## config.mk

```make
export PLATFORM = sky130hd
export DESIGN_NAME = blank_gated_frame_scheduler
export DESIGN_NICKNAME = d
export VERILOG_FILES = /design/src/hw/rtl/bgfs_pkg.sv /design/src/hw/rtl/bgfs_core.sv /design/src/hw/rtl/bgfs_out.sv /design/src/hw/rtl/blank_gated_frame_scheduler.sv
export SDC_FILE = /design/constraint.sdc
export NUM_CORES = 1
export LEC_CHECK = 0
export BUFFER_PORTS_ARGS = -buffer_cell sky130_fd_sc_hd__buf_4
export CELL_PAD_IN_SITES_DETAIL_PLACEMENT = 1
export CELL_PAD_IN_SITES_GLOBAL_PLACEMENT = 1
export CORE_ASPECT_RATIO = 0.5
export CORE_MARGIN = 1
export CORE_UTILIZATION = 40
export DETAILED_ROUTE_END_ITERATION = 6
export PLACE_DENSITY = 0.8
export SYNTH_ARGS = -nofsm -noshare
export SYNTH_HDL_FRONTEND = slang
export SYNTH_SLANG_ARGS = --single-unit
```

## constraint.sdc

```tcl
create_clock -name aclk -period 13.45 [get_ports aclk]
set_input_delay 0.6725 -clock aclk [delete_from_list [all_inputs] [get_ports aclk]]
set_output_delay 0.6725 -clock aclk [all_outputs]
set_load 0.005 [all_outputs]
```

## src/hw/rtl/bgfs_pkg.sv

```systemverilog
// ----------------------------------------------------------------------------
// Frame scheduler package
// Shared types, event and result codes for the blank-gated frame scheduler.
// ----------------------------------------------------------------------------
package bgfs_pkg;

    localparam int NUM_SCREENS_DEF = 2;
    localparam int MAX_RESULTS     = 3;

    // Event codes.
    localparam logic [1:0] EV_SCAN_START  = 2'd0;
    localparam logic [1:0] EV_BLANK_START = 2'd1;
    localparam logic [1:0] EV_RENDER_DONE = 2'd2;
    localparam logic [1:0] EV_XFER_DONE   = 2'd3;

    // Result kinds.
    localparam logic [1:0] KIND_RENDER = 2'd0;
    localparam logic [1:0] KIND_WRITE  = 2'd1;
    localparam logic [1:0] KIND_FREED  = 2'd2;

    typedef struct packed {
        logic [1:0] func;
        logic       screen;
        logic       slot;
        logic       write_accept;
    } bgfs_item_t;

    typedef struct packed {
        logic [1:0] result_kind;
        logic       screen_index;
        logic       buffer_slot;
    } bgfs_res_t;

    // All results of one event; count is the number of valid entries.
    typedef struct packed {
        logic [1:0]                  count;
        bgfs_res_t [MAX_RESULTS-1:0] res;
    } bgfs_bundle_t;

endpackage

```

## src/hw/rtl/bgfs_core.sv

```systemverilog
// ----------------------------------------------------------------------------
// Frame scheduler core
// Per-screen buffer state and the single-pass event evaluation.
// ----------------------------------------------------------------------------
module bgfs_core #(
    parameter int NUM_SCREENS = bgfs_pkg::NUM_SCREENS_DEF
) (
    input  logic                 aclk,
    input  logic                 aresetn,
    input  logic                 advance,
    input  bgfs_pkg::bgfs_item_t item,
    output bgfs_pkg::bgfs_bundle_t bundle
);

    // Slot registers: bit 1 is the valid bit, bit 0 the slot.
    logic [1:0] render_reg [NUM_SCREENS];
    logic [1:0] ready_reg  [NUM_SCREENS];
    logic [1:0] xfer_reg   [NUM_SCREENS];
    logic       pref_reg   [NUM_SCREENS];
    logic       blank_reg  [NUM_SCREENS];
    logic       want_reg   [NUM_SCREENS];
    logic       busy_reg;

    logic [1:0] render_next [NUM_SCREENS];
    logic [1:0] ready_next  [NUM_SCREENS];
    logic [1:0] xfer_next   [NUM_SCREENS];
    logic       pref_next   [NUM_SCREENS];
    logic       blank_next  [NUM_SCREENS];
    logic       want_next   [NUM_SCREENS];
    logic       busy_next;

    logic       do_write;
    logic       do_render;
    logic       found;
    logic       cand;
    logic [1:0] n;

    function automatic logic holds(input logic [1:0] r, input logic s);
        return r == {1'b1, s};
    endfunction

    always_comb begin
        render_next = render_reg;
        ready_next  = ready_reg;
        xfer_next   = xfer_reg;
        pref_next   = pref_reg;
        blank_next  = blank_reg;
        want_next   = want_reg;
        busy_next   = busy_reg;
        bundle      = '0;
        do_write    = 1'b0;
        do_render   = 1'b0;
        found       = 1'b0;
        cand        = 1'b0;
        n           = 2'd0;

        if (int'(item.screen) < NUM_SCREENS) begin
            for (int i = 0; i < NUM_SCREENS; i++) begin
                if (i == int'(item.screen)) begin
                    case (item.func)
                        bgfs_pkg::EV_SCAN_START: begin
                            blank_next[i] = 1'b0;
                            want_next[i]  = 1'b1;
                            do_render     = 1'b1;
                        end
                        bgfs_pkg::EV_BLANK_START: begin
                            blank_next[i] = 1'b1;
                            do_write      = 1'b1;
                        end
                        bgfs_pkg::EV_RENDER_DONE: begin
                            if (holds(render_next[i], item.slot)) begin
                                render_next[i] = 2'b00;
                            end
                            ready_next[i] = {1'b1, item.slot};
                            do_write      = 1'b1;
                            do_render     = 1'b1;
                        end
                        default: begin
                            if (holds(xfer_next[i], item.slot)) begin
                                xfer_next[i] = 2'b00;
                            end
                            busy_next = 1'b0;
                            bundle.res[n].result_kind  = bgfs_pkg::KIND_FREED;
                            bundle.res[n].screen_index = item.screen;
                            bundle.res[n].buffer_slot  = item.slot;
                            n         = n + 2'd1;
                            do_write  = 1'b1;
                            do_render = 1'b1;
                        end
                    endcase
                end
            end

            // The bus goes to the lowest screen with a ready frame in blanking.
            if (do_write && !busy_next) begin
                for (int i = 0; i < NUM_SCREENS; i++) begin
                    if (!found && ready_next[i][1] && blank_next[i]) begin
                        found = 1'b1;
                        if (item.write_accept) begin
                            busy_next    = 1'b1;
                            xfer_next[i] = {1'b1, ready_next[i][0]};
                            bundle.res[n].result_kind  = bgfs_pkg::KIND_WRITE;
                            bundle.res[n].screen_index = 1'(i);
                            bundle.res[n].buffer_slot  = ready_next[i][0];
                            n             = n + 2'd1;
                            ready_next[i] = 2'b00;
                        end
                    end
                end
            end

            if (do_render) begin
                for (int i = 0; i < NUM_SCREENS; i++) begin
                    if (i == int'(item.screen) && want_next[i] && !render_next[i][1]
                        && !(ready_next[i][1] && xfer_next[i][1])) begin
                        cand = pref_next[i];
                        if (holds(ready_next[i], cand) || holds(xfer_next[i], cand)) begin
                            cand = ~cand;
                        end
                        if (!holds(ready_next[i], cand) && !holds(xfer_next[i], cand)) begin
                            render_next[i] = {1'b1, cand};
                            pref_next[i]   = ~cand;
                            want_next[i]   = 1'b0;
                            bundle.res[n].result_kind  = bgfs_pkg::KIND_RENDER;
                            bundle.res[n].screen_index = item.screen;
                            bundle.res[n].buffer_slot  = cand;
                            n = n + 2'd1;
                        end
                    end
                end
            end
        end
        bundle.count = n;
    end

    always_ff @(posedge aclk) begin
        if (!aresetn) begin
            for (int i = 0; i < NUM_SCREENS; i++) begin
                render_reg[i] <= 2'b00;
                ready_reg[i]  <= 2'b00;
                xfer_reg[i]   <= 2'b00;
                pref_reg[i]   <= 1'b0;
                blank_reg[i]  <= 1'b0;
                want_reg[i]   <= 1'b0;
            end
            busy_reg <= 1'b0;
        end else if (advance) begin
            render_reg <= render_next;
            ready_reg  <= ready_next;
            xfer_reg   <= xfer_next;
            pref_reg   <= pref_next;
            blank_reg  <= blank_next;
            want_reg   <= want_next;
            busy_reg   <= busy_next;
        end
    end

`ifndef NO_ASSERTIONS
    a_busy_set_by_write: assert property (@(posedge aclk) disable iff (!aresetn)
        $rose(busy_reg) |-> $past(advance && item.write_accept))
        else $error("bus became busy without an accepted write");

    a_state_holds_idle: assert property (@(posedge aclk) disable iff (!aresetn)
        !advance |=> $stable(busy_reg))
        else $error("bus state changed without an event");
`endif

endmodule

```

## src/hw/rtl/bgfs_out.sv

```systemverilog
// ----------------------------------------------------------------------------
// Frame scheduler result stage
// Holds the results of one event and sends them out one per transaction.
// ----------------------------------------------------------------------------
module bgfs_out (
    input  logic                   aclk,
    input  logic                   aresetn,
    input  logic                   load,
    input  bgfs_pkg::bgfs_bundle_t bundle,
    output logic                   load_ready,
    output logic                   m_tvalid,
    input  logic                   m_tready,
    output logic [7:0]             m_tdata,   // [0] screen_index, [1] buffer_slot
    output logic [1:0]             m_tuser,   // [1:0] result_kind
    output logic                   m_tlast
);

    logic                   valid_reg;
    logic                   valid_next;
    logic [1:0]             idx_reg;
    logic [1:0]             idx_next;
    bgfs_pkg::bgfs_bundle_t bundle_reg;
    bgfs_pkg::bgfs_res_t    cur;
    logic                   done;

    assign cur        = bundle_reg.res[idx_reg];
    assign m_tvalid   = valid_reg;
    assign m_tdata    = {6'b0, cur.buffer_slot, cur.screen_index};
    assign m_tuser    = cur.result_kind;
    assign m_tlast    = (idx_reg == bundle_reg.count - 2'd1);
    assign done       = valid_reg && m_tready && m_tlast;
    assign load_ready = !valid_reg || done;

    always_comb begin
        valid_next = valid_reg;
        idx_next   = idx_reg;
        if (load) begin
            valid_next = 1'b1;
            idx_next   = 2'd0;
        end else if (done) begin
            valid_next = 1'b0;
        end else if (valid_reg && m_tready) begin
            idx_next = idx_reg + 2'd1;
        end
    end

    always_ff @(posedge aclk) begin
        if (!aresetn) begin
            valid_reg <= 1'b0;
            idx_reg   <= 2'd0;
        end else begin
            valid_reg <= valid_next;
            idx_reg   <= idx_next;
        end
    end

    always_ff @(posedge aclk) begin
        if (load) begin
            bundle_reg <= bundle;
        end
    end

`ifndef NO_ASSERTIONS
    a_index_in_range: assert property (@(posedge aclk) disable iff (!aresetn)
        m_tvalid |-> (idx_reg < bundle_reg.count))
        else $error("result index beyond event result count");

    a_no_overwrite: assert property (@(posedge aclk) disable iff (!aresetn)
        load |-> load_ready)
        else $error("result bundle overwritten before it drained");
`endif

endmodule

```

## src/hw/rtl/blank_gated_frame_scheduler.sv

```systemverilog
// ----------------------------------------------------------------------------
// Blank-gated frame scheduler
// Event-driven render and write scheduling for panels with two buffer slots.
// ----------------------------------------------------------------------------
// Usage: each input transaction carries one event (s_tuser) for one screen
// with a slot and a write-accept flag (s_tdata). Each event yields zero to
// three result transactions (render request, write request, buffer freed);
// m_tlast marks the final result of an event, and an event that causes no
// result produces no output transaction.
// Flow: an accepted event waits in the input register, is evaluated
// straight out of it, and its results load the result register once free.
// Further results of the same event follow one per cycle while the
// receiver accepts. Throughput is one event per cycle while each event
// yields at most one result and the receiver keeps up; an event with more
// holds the result register until its last is taken, pacing the input.
// Reset clears all buffer state, flags and the bus-busy bit; no clearing
// pass is needed. When the receiver stalls, the result register holds and
// back-pressure reaches s_tready once the input register is also full.
// ----------------------------------------------------------------------------
module blank_gated_frame_scheduler #(
    parameter int NUM_SCREENS = bgfs_pkg::NUM_SCREENS_DEF
) (
    input  logic       aclk,
    input  logic       aresetn,
    input  logic       s_tvalid,
    output logic       s_tready,
    input  logic [7:0] s_tdata,   // [0] screen, [1] slot, [2] write_accept
    input  logic [1:0] s_tuser,   // [1:0] func
    output logic       m_tvalid,
    input  logic       m_tready,
    output logic [7:0] m_tdata,   // [0] screen_index, [1] buffer_slot
    output logic [1:0] m_tuser,   // [1:0] result_kind
    output logic       m_tlast
);

    logic                   in_valid_reg;
    logic                   in_valid_next;
    bgfs_pkg::bgfs_item_t   item_reg;
    bgfs_pkg::bgfs_bundle_t bundle;
    logic                   load_ready;
    logic                   advance;
    logic                   s_accept;

    assign advance  = in_valid_reg && load_ready;
    assign s_tready = !in_valid_reg || advance;
    assign s_accept = s_tvalid && s_tready;

    always_comb begin
        in_valid_next = in_valid_reg;
        if (s_accept) begin
            in_valid_next = 1'b1;
        end else if (advance) begin
            in_valid_next = 1'b0;
        end
    end

    always_ff @(posedge aclk) begin
        if (!aresetn) begin
            in_valid_reg <= 1'b0;
        end else begin
            in_valid_reg <= in_valid_next;
        end
    end

    always_ff @(posedge aclk) begin
        if (s_accept) begin
            item_reg.func         <= s_tuser;
            item_reg.screen       <= s_tdata[0];
            item_reg.slot         <= s_tdata[1];
            item_reg.write_accept <= s_tdata[2];
        end
    end

    bgfs_core #(
        .NUM_SCREENS(NUM_SCREENS)
    ) u_core (
        .aclk   (aclk),
        .aresetn(aresetn),
        .advance(advance),
        .item   (item_reg),
        .bundle (bundle)
    );

    bgfs_out u_out (
        .aclk      (aclk),
        .aresetn   (aresetn),
        .load      (advance && (bundle.count != 2'd0)),
        .bundle    (bundle),
        .load_ready(load_ready),
        .m_tvalid  (m_tvalid),
        .m_tready  (m_tready),
        .m_tdata   (m_tdata),
        .m_tuser   (m_tuser),
        .m_tlast   (m_tlast)
    );

`ifndef NO_ASSERTIONS
    a_stall_means_full: assert property (@(posedge aclk) disable iff (!aresetn)
        !s_tready |-> in_valid_reg)
        else $error("input stalled with an empty input register");
`endif

endmodule

```

==> impl_metrics.yaml, run 1 <==
status:
  status: "finished, final reports clean"
critical_path:
  critical_path_end_type: "flip-flop"
  timing.reg2reg.worst_path_depth: 12
  critPathLaunchType: "flip-flop"
  worst_reg2reg_startpoint: "item_reg[4]"
  critical_path_peak_fanout: 21
  critical_path_required_ns: 13.37
  path_class: "reg -> reg"
  worst_ep_arrival_time_ns: 5.40
  r2r_setup_slack_ns: 7.97
  worstReg2RegEnd: "u_out.bundle_reg[9]"
grt:
  grt_first_pass_wirelength_um: 12300
  pin_count_of_the_biggest_net_entering_global_routing: 26
  globalRouteOverflowTotal: 0
  overall_routing_resource_usage_pct: 20.6
  vias_in_the_first_global_route: 2535
  antenna_found_initial: 0
route:
  wl_um: 7240
  count_of_unresolved_drc_violations_after_routing: 0
  ant_nets: 0
  vias: 2404
  detailedRoute.firstPassIterationCount: 4
  detail_route.vias_per_cell: 5.71
  routed_wire_length_per_instance_um: 17.2
  first_iter_violations: 186
pwr:
  power.share.switching_pct: 27.1
  comb_power_share_pct: 14.8
  clkPwrFrac_pct: 38.4
  internal_power_w: 0.000223
  total_switching_power_w: 0.0000826
  sequentialPowerShare_pct: 46.8
  static-leakage-power_nw: 1.17
  vdd.ir_drop.worst_mv: 0.0389
  power.density_cell_area_nw_per_um2: 97.9
timing:
  final_min_period_over_clock_period_pct: 40.8
  fin_skew_ns: 0.0117
  post-route-worst-setup-slack_ns: 7.97
  finalSetupViolations: 0
  drv_slew: 0
  clock_period_minus_final_worst_setup_slack_ns: 5.48
  unrepaired_setup_endpoints_after_global_routing: "no"
  setup-tns-final_ns: 0
  fmax_mhz: 182
  hold_viol: 0
  slew_headroom_pct: 40.9
  worst_slew_pin_slew_ns: 0.885
floorplan:
  pin_count: 27
  initial_util_pct: 42.5
  floorplan.die.height_um: 62.5
  die_area_um2: 7680
  placement_rows: 21
  core_area_um2: 6880
  die_x_um: 123
synthesis:
  yosys_most_used_dff: "sky130_fd_sc_hd__dfxtp_1"
  yosys.cell_types.count: 69
  synth_enable_flop_cells: 18
  synthCells: 327
  synth_area_um2: 2930
  synthArstFlopShare_pct: 0
  synth_sequential_area_ratio_pct: 34.2
  mean_cell_area_of_the_mapped_netlist_um2: 8.95
  synth-warning-count: 0
  yosys_register_bits: 41
place:
  pre_cts_slack_ns: 8.00
  globalplace.congestion: 0.863
  dpl.hpwl_um: 5550
  buffers_on_ports: 15
final_layout:
  drive_above_1_share_pct: 10.9
  mostFrequentLayoutCell: "sky130_fd_sc_hd__nand2_1"
  antenna_cells: 0
  final_cell_mix: "30 x sky130_fd_sc_hd__nand2_1, 23 x sky130_fd_sc_hd__dfxtp_1, 22 x sky130_fd_sc_hd__nor2_1, 18 x sky130_fd_sc_hd__inv_1, 18 x sky130_fd_sc_hd__edfxtp_1"
  area.growth.synth_to_final_pct: 6.50
  max_ffs_per_register: 13
  net_total_in_the_final_layout: 354
clock_network:
  clock_tree.htree_level_count: 2
  total_clock_buffers_created_by_cts: 5
  clkTransAtPathRegs_ns: 0.06
  cts_tree: "yes"
  cts.sink_count: 41
  holdBufCountCts: 0
  cts_max_path_buffers: 2
  post_cts_buffers: 0
  cts-root-buf: "sky130_fd_sc_hd__clkbuf_16"
  clk_lat_worst_skew_ns: 0.29
  cts_resized: 0
min_path:
  holdPathEnd: "u_core.want_reg[1]"
  min_path_cells: 2
  hold_path.startpoint: "u_core.want_reg[1]"
  hp-class: "reg -> reg"
run:
  maxCapViolations: 0
synth_stat cells, types with 2 or more instances:
library cell	instances	area, µm²
sky130_fd_sc_hd__and3_1	4	25.0
sky130_fd_sc_hd__xnor2_1	5	43.8
sky130_fd_sc_hd__a32oi_1	3	26.3
sky130_fd_sc_hd__o31ai_1	2	15.0
sky130_fd_sc_hd__a31oi_1	4	25.0
sky130_fd_sc_hd__buf_2	5	25.0
sky130_fd_sc_hd__dfxtp_1	23	460
sky130_fd_sc_hd__o211ai_1	3	22.5
sky130_fd_sc_hd__nor3_1	6	30.0
sky130_fd_sc_hd__o32ai_1	2	17.5
sky130_fd_sc_hd__nand3_1	8	40.0
sky130_fd_sc_hd__nor3b_1	5	37.5
sky130_fd_sc_hd__nand4b_1	2	17.5
sky130_fd_sc_hd__o22ai_1	5	31.3
sky130_fd_sc_hd__buf_6	9	101
sky130_fd_sc_hd__inv_1	18	67.6
sky130_fd_sc_hd__ha_1	12	150
sky130_fd_sc_hd__nor2b_1	11	68.8
sky130_fd_sc_hd__edfxtp_1	18	541
sky130_fd_sc_hd__nand2b_1	6	37.5
sky130_fd_sc_hd__mux2i_1	9	90.1
sky130_fd_sc_hd__o21ai_0	14	70.1
sky130_fd_sc_hd__nor2_1	22	82.6
sky130_fd_sc_hd__a311o_1	2	20.0
sky130_fd_sc_hd__o21a_1	9	67.6
sky130_fd_sc_hd__xor2_1	4	35.0
sky130_fd_sc_hd__a22oi_1	4	30.0
sky130_fd_sc_hd__nand2_1	30	113
sky130_fd_sc_hd__nand3b_1	3	22.5
sky130_fd_sc_hd__o211a_1	3	30.0
sky130_fd_sc_hd__conb_1	2	7.51
sky130_fd_sc_hd__and2_1	8	50.1
sky130_fd_sc_hd__clkbuf_1	8	30.0
sky130_fd_sc_hd__or2_1	2	12.5
sky130_fd_sc_hd__a21oi_1	17	85.1
sky130_fd_sc_hd__buf_4	6	45.0
layout make-up:
cell class                 count  area [µm²]
clock buffer                   7         133
clock inverter                 1        5.00
fill                         813        3770
inverter                      19        73.8
multi-input combinational    246        1680
sequential                    41        1000
tap                           92         115
timing repair buffer          15         113
worst max-delay path by stage:
| stage | end | slack [ns] | cells past startpoint | from |
|---|---|---|---|---|
| 2_1_floorplan | u_out.bundle_reg[0] | 9.22 | 14 | item_reg[4] |
| 3_3_place_gp | u_out.bundle_reg[10] | 8.14 | 12 | item_reg[4] |
| 3_5_place_dp | u_out.bundle_reg[6] | 8.00 | 12 | item_reg[4] |
| 4_1_cts | u_out.bundle_reg[6] | 7.97 | 12 | item_reg[4] |
| 5_1_grt | u_out.bundle_reg[10] | 7.51 | 12 | item_reg[3] |
| 6_report | u_out.bundle_reg[9] | 7.97 | 12 | item_reg[4] |
critical path, cell delays in order (launching register included):
cell                       delay (ns)
sky130_fd_sc_hd__edfxtp_1        0.66
sky130_fd_sc_hd__nand2b_1        0.46
sky130_fd_sc_hd__o311ai_2        0.83
sky130_fd_sc_hd__nand2_1         0.22
sky130_fd_sc_hd__or2_2           0.36
sky130_fd_sc_hd__ha_1            0.28
sky130_fd_sc_hd__o32a_1          0.41
sky130_fd_sc_hd__ha_1            0.31
sky130_fd_sc_hd__mux2_2          0.31
sky130_fd_sc_hd__ha_1            0.29
sky130_fd_sc_hd__nor2_1          0.11
sky130_fd_sc_hd__a22oi_1         0.14
sky130_fd_sc_hd__a31oi_2         0.73
layer usage:
metal  vias to the layer above  global-route usage [%]  share of wire (%)
met5                         -                       0                  0
met4                         0                    5.49               0.66
met3                         6                    4.11                5.5
met2                        55                    35.9                 48
met1                      1189                    25.8                 46
li1                       1154                       -                  -
power groups by stage:
stage / combinational (W) / clock (W) / sequential (W)
6_report: 0.0000453 / 0.000117 / 0.000143
5_1_grt: 0.0000505 / 0.000123 / 0.000144
4_1_cts: 0.0000453 / 0.000119 / 0.000143
3_5_place_dp: 0.0000449 / 0 / 0.000145
3_3_place_gp: 0.0000424 / 0 / 0.000145
2_1_floorplan: 0.0000392 / 0 / 0.000140
per-stage QoR:
step / util, % / total power [W] / hold slack (ns) / cell area, µm² / std cells
after floorplan: - / 0.000180 / 0.497 / 2960 / 335
after global placement: 43.3 / 0.000187 / 0.522 / 2980 / 413
after detailed placement: 43.3 / 0.000190 / 0.543 / 2980 / 413
after CTS: 45.3 / 0.000307 / 0.551 / 3120 / 421
after global routing: 45.3 / 0.000317 / 0.553 / 3120 / 421
final: 45.3 / 0.000305 / 0.544 / 3120 / 421
cell families after synthesis:
| family | share of synthesized area, % |
|---|---|
| buffers and inverters | 9.53 |
| AO/OA/AOI/OAI | 22.7 |
| XOR/XNOR | 2.69 |
| flip-flops | 34.2 |
| multiplexers | 3.46 |
| AND/OR/NAND/NOR | 22.1 |
| adder cells (fa/ha/maj) | 5.13 |
| other | 0.257 |
(Power assumes the default switching activity.)
==> inputs of run 2 (changes only) <==
--- a/config.mk
+++ b/config.mk
@@ -5,6 +5,7 @@
 export SDC_FILE = /design/constraint.sdc
 export NUM_CORES = 1
 export LEC_CHECK = 0
+export ABC_AREA = 1
 export BUFFER_PORTS_ARGS = -buffer_cell sky130_fd_sc_hd__buf_4
 export CELL_PAD_IN_SITES_DETAIL_PLACEMENT = 1
 export CELL_PAD_IN_SITES_GLOBAL_PLACEMENT = 1
@@ -12,7 +13,7 @@
 export CORE_MARGIN = 1
 export CORE_UTILIZATION = 40
 export DETAILED_ROUTE_END_ITERATION = 6
-export PLACE_DENSITY = 0.8
+export PLACE_DENSITY = 0.83
 export SYNTH_ARGS = -nofsm -noshare
 export SYNTH_HDL_FRONTEND = slang
 export SYNTH_SLANG_ARGS = --single-unit
==> constraint.sdc (replaced) <==
create_clock -name aclk -period 5.2 [get_ports aclk]
set_input_delay 0.26 -clock aclk [delete_from_list [all_inputs] [get_ports aclk]]
set_output_delay 0.26 -clock aclk [all_outputs]
set_load 0.005 [all_outputs]
==> run 2 against run 1 <==
Against the previous run: sequential power increased to 2.6 times the previous value; largest power group unchanged; first-iteration DRC count fell by 3.8%; core utilization up 1.4 points; sequential cell count did not move; register-to-register slack got worse by 7.2 ns; non-clock buffer count unchanged; wire length grew 3.8%; via count increased by 6.7%; total power grew to 2.8 times the previous value.
==> impl_metrics.yaml, run 2 <==
critical_path:
  critPathLaunchType: "flip-flop"
  crit_path_frequent_cell: "sky130_fd_sc_hd__inv_1"
  worst_reg2reg_startpoint: "item_reg[2]"
  crit_slowest_cell: "sky130_fd_sc_hd__edfxtp_1"
  worst_ep_arrival_time_ns: 4.39
  cp_slowest_stage_delay_ns: 0.58
  worstSetupStartpoint: "item_reg[2]"
  critical_path_end_type: "flip-flop"
  critical_path_peak_fanout: 13
  path_class: "reg -> reg"
  critical_path_required_ns: 5.13
synthesis:
  synthCells: 375
  synthTopCellsByArea: "sky130_fd_sc_hd__edfxtp_1 19%, sky130_fd_sc_hd__dfxtp_1 16%, sky130_fd_sc_hd__nand2_1 8.1%"
  yosys_register_bits: 41
  yosys_most_used_dff: "sky130_fd_sc_hd__dfxtp_1"
  synthDominantCellAreaShare_pct: 18.9
  synthDominantAreaCellType: "sky130_fd_sc_hd__edfxtp_1"
  yosys.cell_types.count: 38
  synthArstFlopShare_pct: 0
  synth_enable_flop_cells: 18
  post-synth-top-count-cell: "sky130_fd_sc_hd__nand2_1"
  synth_area_um2: 2870
  mean_cell_area_of_the_mapped_netlist_um2: 7.64
  synth_sequential_area_ratio_pct: 34.9
  synth-warning-count: 0
  synth_common_cells: "62 x sky130_fd_sc_hd__nand2_1, 55 x sky130_fd_sc_hd__inv_1, 33 x sky130_fd_sc_hd__nor2_1"
grt:
  globalRouteOverflowTotal: 0
  grt_first_pass_wirelength_um: 11800
  grt.met2_usage_pct: 38.3
  antenna_found_initial: 0
  pin_count_of_the_biggest_net_entering_global_routing: 29
  overall_routing_resource_usage_pct: 21.1
  grt_use_met1_pct: 25.2
  global_route.peak_usage_layer: "met2"
  vias_in_the_first_global_route: 2551
  global_route.usage.met3_pct: 4.20
min_path:
  hold_path.startpoint: "s_tuser[1]"
  hp-class: "in -> reg"
route:
  ant_nets: 0
  count_of_unresolved_drc_violations_after_routing: 0
  routed_wire_length_per_instance_um: 15.5
  detailedRoute.firstPassIterationCount: 4
  detail_route.vias_per_cell: 5.29
  first_iter_violations: 179
  wl_um: 7520
  vias: 2564
clock_network:
  clkTransAtPathRegs_ns: 0.06
  holdBufCountCts: 0
  clock_tree.htree_level_count: 2
  cts_resized: 0
  cts-root-buf: "sky130_fd_sc_hd__clkbuf_16"
  cts_max_path_buffers: 2
  post_cts_buffers: 0
  total_clock_buffers_created_by_cts: 5
  clk_lat_worst_skew_ns: 0.29
  cts_tree: "yes"
  cts.sink_count: 41
pwr:
  vdd.ir_drop.worst_mv: 0.115
  static-leakage-power_nw: 1.45
  power.density_cell_area_nw_per_um2: 273
timing:
  finalSetupViolations: 0
  hold-worst-slack_ns: 0.147
  hold_viol: 0
  unrepaired_setup_endpoints_after_global_routing: "no"
  setup-tns-final_ns: 0
  post-route-worst-setup-slack_ns: 0.749
  clock_period_minus_final_worst_setup_slack_ns: 4.45
  fmax_mhz: 225
  final_min_period_over_clock_period_pct: 85.6
  slew_headroom_pct: 56.4
  drv_slew: 0
  fin_skew_ns: 0.00703
  worst_slew_pin_slew_ns: 0.653
floorplan:
  die_area_um2: 7530
  core_area_um2: 6810
  pin_count: 27
  placement_rows: 21
  floorplan.die.height_um: 61.8
  die_x_um: 122
  initial_util_pct: 42.1
place:
  globalplace.congestion: 0.844
  dpl.hpwl_um: 5820
  post-place-cells: 477
  buffers_on_ports: 15
  pre_cts_slack_ns: 0.793
final_layout:
  max_ffs_per_register: 13
  drive_above_1_share_pct: 17.3
  area.growth.synth_to_final_pct: 10.9
  final_cell_mix: "62 x sky130_fd_sc_hd__nand2_1, 55 x sky130_fd_sc_hd__inv_1, 33 x sky130_fd_sc_hd__nor2_1, 27 x sky130_fd_sc_hd__a21oi_1, 26 x sky130_fd_sc_hd__nand3_1"
  antenna_cells: 0
  net_total_in_the_final_layout: 418
  layout.cells.non_filler: 485
  num-fill-cells: 862
  layout.core_utilization_pct: 46.7
  mostFrequentLayoutCell: "sky130_fd_sc_hd__nand2_1"
status:
  status: "finished, final reports clean"
run:
  maxCapViolations: 0
## run 2: cell count changes after synthesis, moves of 9 or more
cell	before	now
sky130_fd_sc_hd__a21oi_1	17	27
sky130_fd_sc_hd__inv_1	18	55
sky130_fd_sc_hd__mux2i_1	9	0
sky130_fd_sc_hd__nand2_1	30	62
sky130_fd_sc_hd__nand2_2	0	9
sky130_fd_sc_hd__nand3_1	8	26
sky130_fd_sc_hd__nor2_1	22	33
sky130_fd_sc_hd__nor2b_1	11	0
sky130_fd_sc_hd__o21a_1	9	0
sky130_fd_sc_hd__o21ai_0	14	24
## run 2: cell families (layout without fill, tap and decap cells)
group / count (synthesis) / count (layout) / share of synthesized area (%)
other: 2 / 10 / 0.262
buffers and inverters: 77 / 87 / 12.1
AND/OR/NAND/NOR: 163 / 163 / 31.0
AO/OA/AOI/OAI: 73 / 73 / 14.3
XOR/XNOR: 7 / 7 / 2.14
flip-flops: 41 / 41 / 34.9
adder cells (fa/ha/maj): 12 / 12 / 5.24
## run 2: area by class of cell
cell class | count | area, µm² | area share, %
clock buffers | 6 | 139 | 4.37
clock inverters | 2 | 8.76 | 0.276
inverters | 64 | 255 | 8.03
multi-input cells | 265 | 1550 | 48.7
flip-flops and latches | 41 | 1000 | 31.5
well taps | 92 | 115 | 3.62
repair buffers | 15 | 113 | 3.54
## run 2: worst paths after layout
check,to,slack [ns],depth (start not counted)
worst max-delay path,u_out.bundle_reg[10],0.75,26
worst min-delay path,item_reg[4],0.15,1
worst min register to register,u_core.render_reg[3],0.49,2
worst max register to register,u_out.bundle_reg[10],0.75,26
## run 2: worst max-delay path, delay by kind of cell, from the launching register on
kind,cells,cell delay [ns]
adders and majority gates,3,0.81
buffers and inverters,8,1.03
DFF,1,0.58
and+or+nand+nor,15,1.66
## run 2: metal layers
metal	wire length, µm	vias up
li1	-	1253
met1	3450	1253
met2	3680	45
met3	248	13
met4	141	0
met5	0	-
## run 2: stage by stage
step | instance area [µm²] | power, W
after detailed placement | 3030 | 0.000555
final | 3180 | 0.000867
after floorplan | 2900 | 0.000510
after CTS | 3180 | 0.000870
after global placement | 3030 | 0.000544
after global routing | 3180 | 0.000909
## run 2: power breakdown
group	switching [W]	internal [W]	leakage, nW
Clock	0.000127	0.000188	0.0743
Sequential	0.0000151	0.000358	0.357
Combinational	0.000122	0.0000563	1.02
==> inputs of run 3 (changes only) <==
--- a/config.mk
+++ b/config.mk
@@ -9,7 +9,6 @@
 export BUFFER_PORTS_ARGS = -buffer_cell sky130_fd_sc_hd__buf_4
 export CELL_PAD_IN_SITES_DETAIL_PLACEMENT = 1
 export CELL_PAD_IN_SITES_GLOBAL_PLACEMENT = 1
-export CORE_ASPECT_RATIO = 0.5
 export CORE_MARGIN = 1
 export CORE_UTILIZATION = 40
 export DETAILED_ROUTE_END_ITERATION = 6
==> run 3 against run 2 <==
Against the previous run: critical path depth unchanged; clock skew decreased by 0.0015 ns; count of clock-buffer cells in the layout decreased by 1; setup slack improved by 0.022 ns; final cell count increased by 0.82%; sequential power about the same; wire length decreased by 3.2%; global-route usage increased by 0.24 points; total power decreased by 13%; combinational power decreased by 2%; clock power decreased by 34%; critical endpoint is now u_out.bundle_reg[6]; largest cell class unchanged; highest routed layer unchanged.
==> impl_metrics.yaml, run 3 (same netlist as run 2, synthesis figures left out) <==
timing:
  unrepaired_setup_endpoints_after_global_routing: "no"
  hold_viol: 0
  fmax_mhz: 226
  hold-worst-slack_ns: 0.130
  finalSetupViolations: 0
  clock_period_minus_final_worst_setup_slack_ns: 4.43
  drv_slew: 0
  fin_skew_ns: 0.00550
  setup-tns-final_ns: 0
  slew_headroom_pct: 58.0
  final_min_period_over_clock_period_pct: 85.2
  worst_slew_pin_slew_ns: 0.629
floorplan:
  core_area_um2: 6870
  floorplan.die.height_um: 86.6
  initial_util_pct: 41.7
  die_x_um: 86.6
  pin_count: 27
  die_area_um2: 7510
  placement_rows: 30
route:
  wl_um: 7270
  first_iter_violations: 80
  met2_wirelength_um: 3820
  detail_route.vias_per_cell: 5.11
  highest-signal-layer: "met4"
  vias: 2501
  met3WireLength_um: 145
  met1_wire_length_um: 3100
  ant_nets: 0
  count_of_unresolved_drc_violations_after_routing: 0
  routed_wire_length_per_instance_um: 14.9
  detailedRoute.firstPassIterationCount: 4
critical_path:
  worst_ep_arrival_time_ns: 4.37
  path_class: "reg -> reg"
  r2r_setup_slack_ns: 0.77
  critical_path_required_ns: 5.14
  critical_path_end_type: "flip-flop"
  critPathLaunchType: "flip-flop"
  critical_path_peak_fanout: 13
min_path:
  hp-class: "in -> reg"
clock_network:
  holdBufCountCts: 0
  post_cts_buffers: 0
  clkTransAtPathRegs_ns: 0.08
  cts_tree: "yes"
  total_clock_buffers_created_by_cts: 5
  cts_resized: 0
  cts_max_path_buffers: 2
  clk_lat_worst_skew_ns: 0.30
  cts-root-buf: "sky130_fd_sc_hd__clkbuf_8"
  cts.sink_count: 41
  clock_tree.htree_level_count: 2
grt:
  overall_routing_resource_usage_pct: 21.3
  globalRouteOverflowTotal: 0
  antenna_found_initial: 0
  vias_in_the_first_global_route: 2643
  grt_first_pass_wirelength_um: 12200
  pin_count_of_the_biggest_net_entering_global_routing: 29
final_layout:
  net_total_in_the_final_layout: 418
  layout.core_utilization_pct: 45.4
  mostFrequentLayoutCell: "sky130_fd_sc_hd__nand2_1"
  area.growth.synth_to_final_pct: 8.95
  final_cell_mix: "62 x sky130_fd_sc_hd__nand2_1, 55 x sky130_fd_sc_hd__inv_1, 33 x sky130_fd_sc_hd__nor2_1, 27 x sky130_fd_sc_hd__a21oi_1, 26 x sky130_fd_sc_hd__nand3_1"
  antenna_cells: 0
  drive_above_1_share_pct: 17.3
  max_ffs_per_register: 13
  stdcell_area_um2: 3120
pwr:
  static-leakage-power_nw: 1.42
  totalPowerFinal_w: 0.000756
  power.density_cell_area_nw_per_um2: 242
  vdd.ir_drop.worst_mv: 0.130
place:
  buffers_on_ports: 15
  globalplace.congestion: 0.861
  dpl.hpwl_um: 5780
  place_area_um2: 3040
status:
  status: "finished, final reports clean"
run:
  maxCapViolations: 0
==> run 3: changes by cell type in the layout (fill, tap and decap cells not counted) <==
cell and change:
sky130_fd_sc_hd__clkbuf_16 -5, sky130_fd_sc_hd__clkbuf_8 +4, sky130_fd_sc_hd__clkinv_4 +1
==> run 3: power by group <==
group          switching (W)  internal, W  total (W)  leakage [nW]
Sequential         0.0000152     0.000357   0.000372         0.357
Combinational       0.000118    0.0000562   0.000174          1.02
Clock               0.000117    0.0000929   0.000210        0.0455
Total               0.000250     0.000506   0.000756          1.42
==> run 3: path summary, 6_finish.rpt <==
check,startpoint,to,depth (start not counted)
setup reg to reg,item_reg[2],u_out.bundle_reg[6],26
hold reg to reg,u_core.pref_reg[0],u_core.pref_reg[0],2
setup / recovery,item_reg[2],u_out.bundle_reg[6],26
hold / removal,s_tdata[0],item_reg[2],1
==> run 3: final cells by class <==
class | count | area (µm²)
clock inverter | 3 | 17.5
timing repair buffer | 15 | 113
inverter | 64 | 255
clock buffer | 5 | 68.8
sequential | 41 | 1000
multi-input combinational | 265 | 1550
tap | 96 | 120
fill | 896 | 3750
==> run 3: per-layer routing <==
metal | vias to the layer above | global-route usage [%]
li1 | 1247 | -
met1 | 1202 | 23.7
met2 | 36 | 40.8
met3 | 16 | 3.24
met4 | 0 | 7.88
met5 | - | 0
==> run 3: through the flow <==
stage          std cells  setup WS, ns
2_1_floorplan        383          1.54
3_3_place_gp         481         0.927
3_5_place_dp         481         0.764
4_1_cts              489         0.733
5_1_grt              489         0.360
6_report             489         0.771
==> run 3: worst max-delay path: stages, from the launching register on <==
cell and delay, ns:
sky130_fd_sc_hd__edfxtp_1 0.59, sky130_fd_sc_hd__inv_4 0.19, sky130_fd_sc_hd__nand3_2 0.16, sky130_fd_sc_hd__nand2_4 0.15
sky130_fd_sc_hd__nand2_4 0.09, sky130_fd_sc_hd__nor2_1 0.29, sky130_fd_sc_hd__inv_1 0.07, sky130_fd_sc_hd__nor2_1 0.15
sky130_fd_sc_hd__inv_1 0.08, sky130_fd_sc_hd__ha_1 0.27, sky130_fd_sc_hd__inv_1 0.05, sky130_fd_sc_hd__nand4_1 0.11
sky130_fd_sc_hd__nand2_2 0.11, sky130_fd_sc_hd__inv_1 0.07, sky130_fd_sc_hd__ha_1 0.27, sky130_fd_sc_hd__inv_1 0.05
sky130_fd_sc_hd__nand3_1 0.10, sky130_fd_sc_hd__nand2_1 0.11, sky130_fd_sc_hd__inv_1 0.07, sky130_fd_sc_hd__ha_1 0.26
sky130_fd_sc_hd__nand2_1 0.07, sky130_fd_sc_hd__nand2_1 0.05, sky130_fd_sc_hd__nand2_1 0.06, sky130_fd_sc_hd__nand2_2 0.07
sky130_fd_sc_hd__nand3_2 0.07, sky130_fd_sc_hd__nand2_2 0.07, sky130_fd_sc_hd__inv_1 0.41
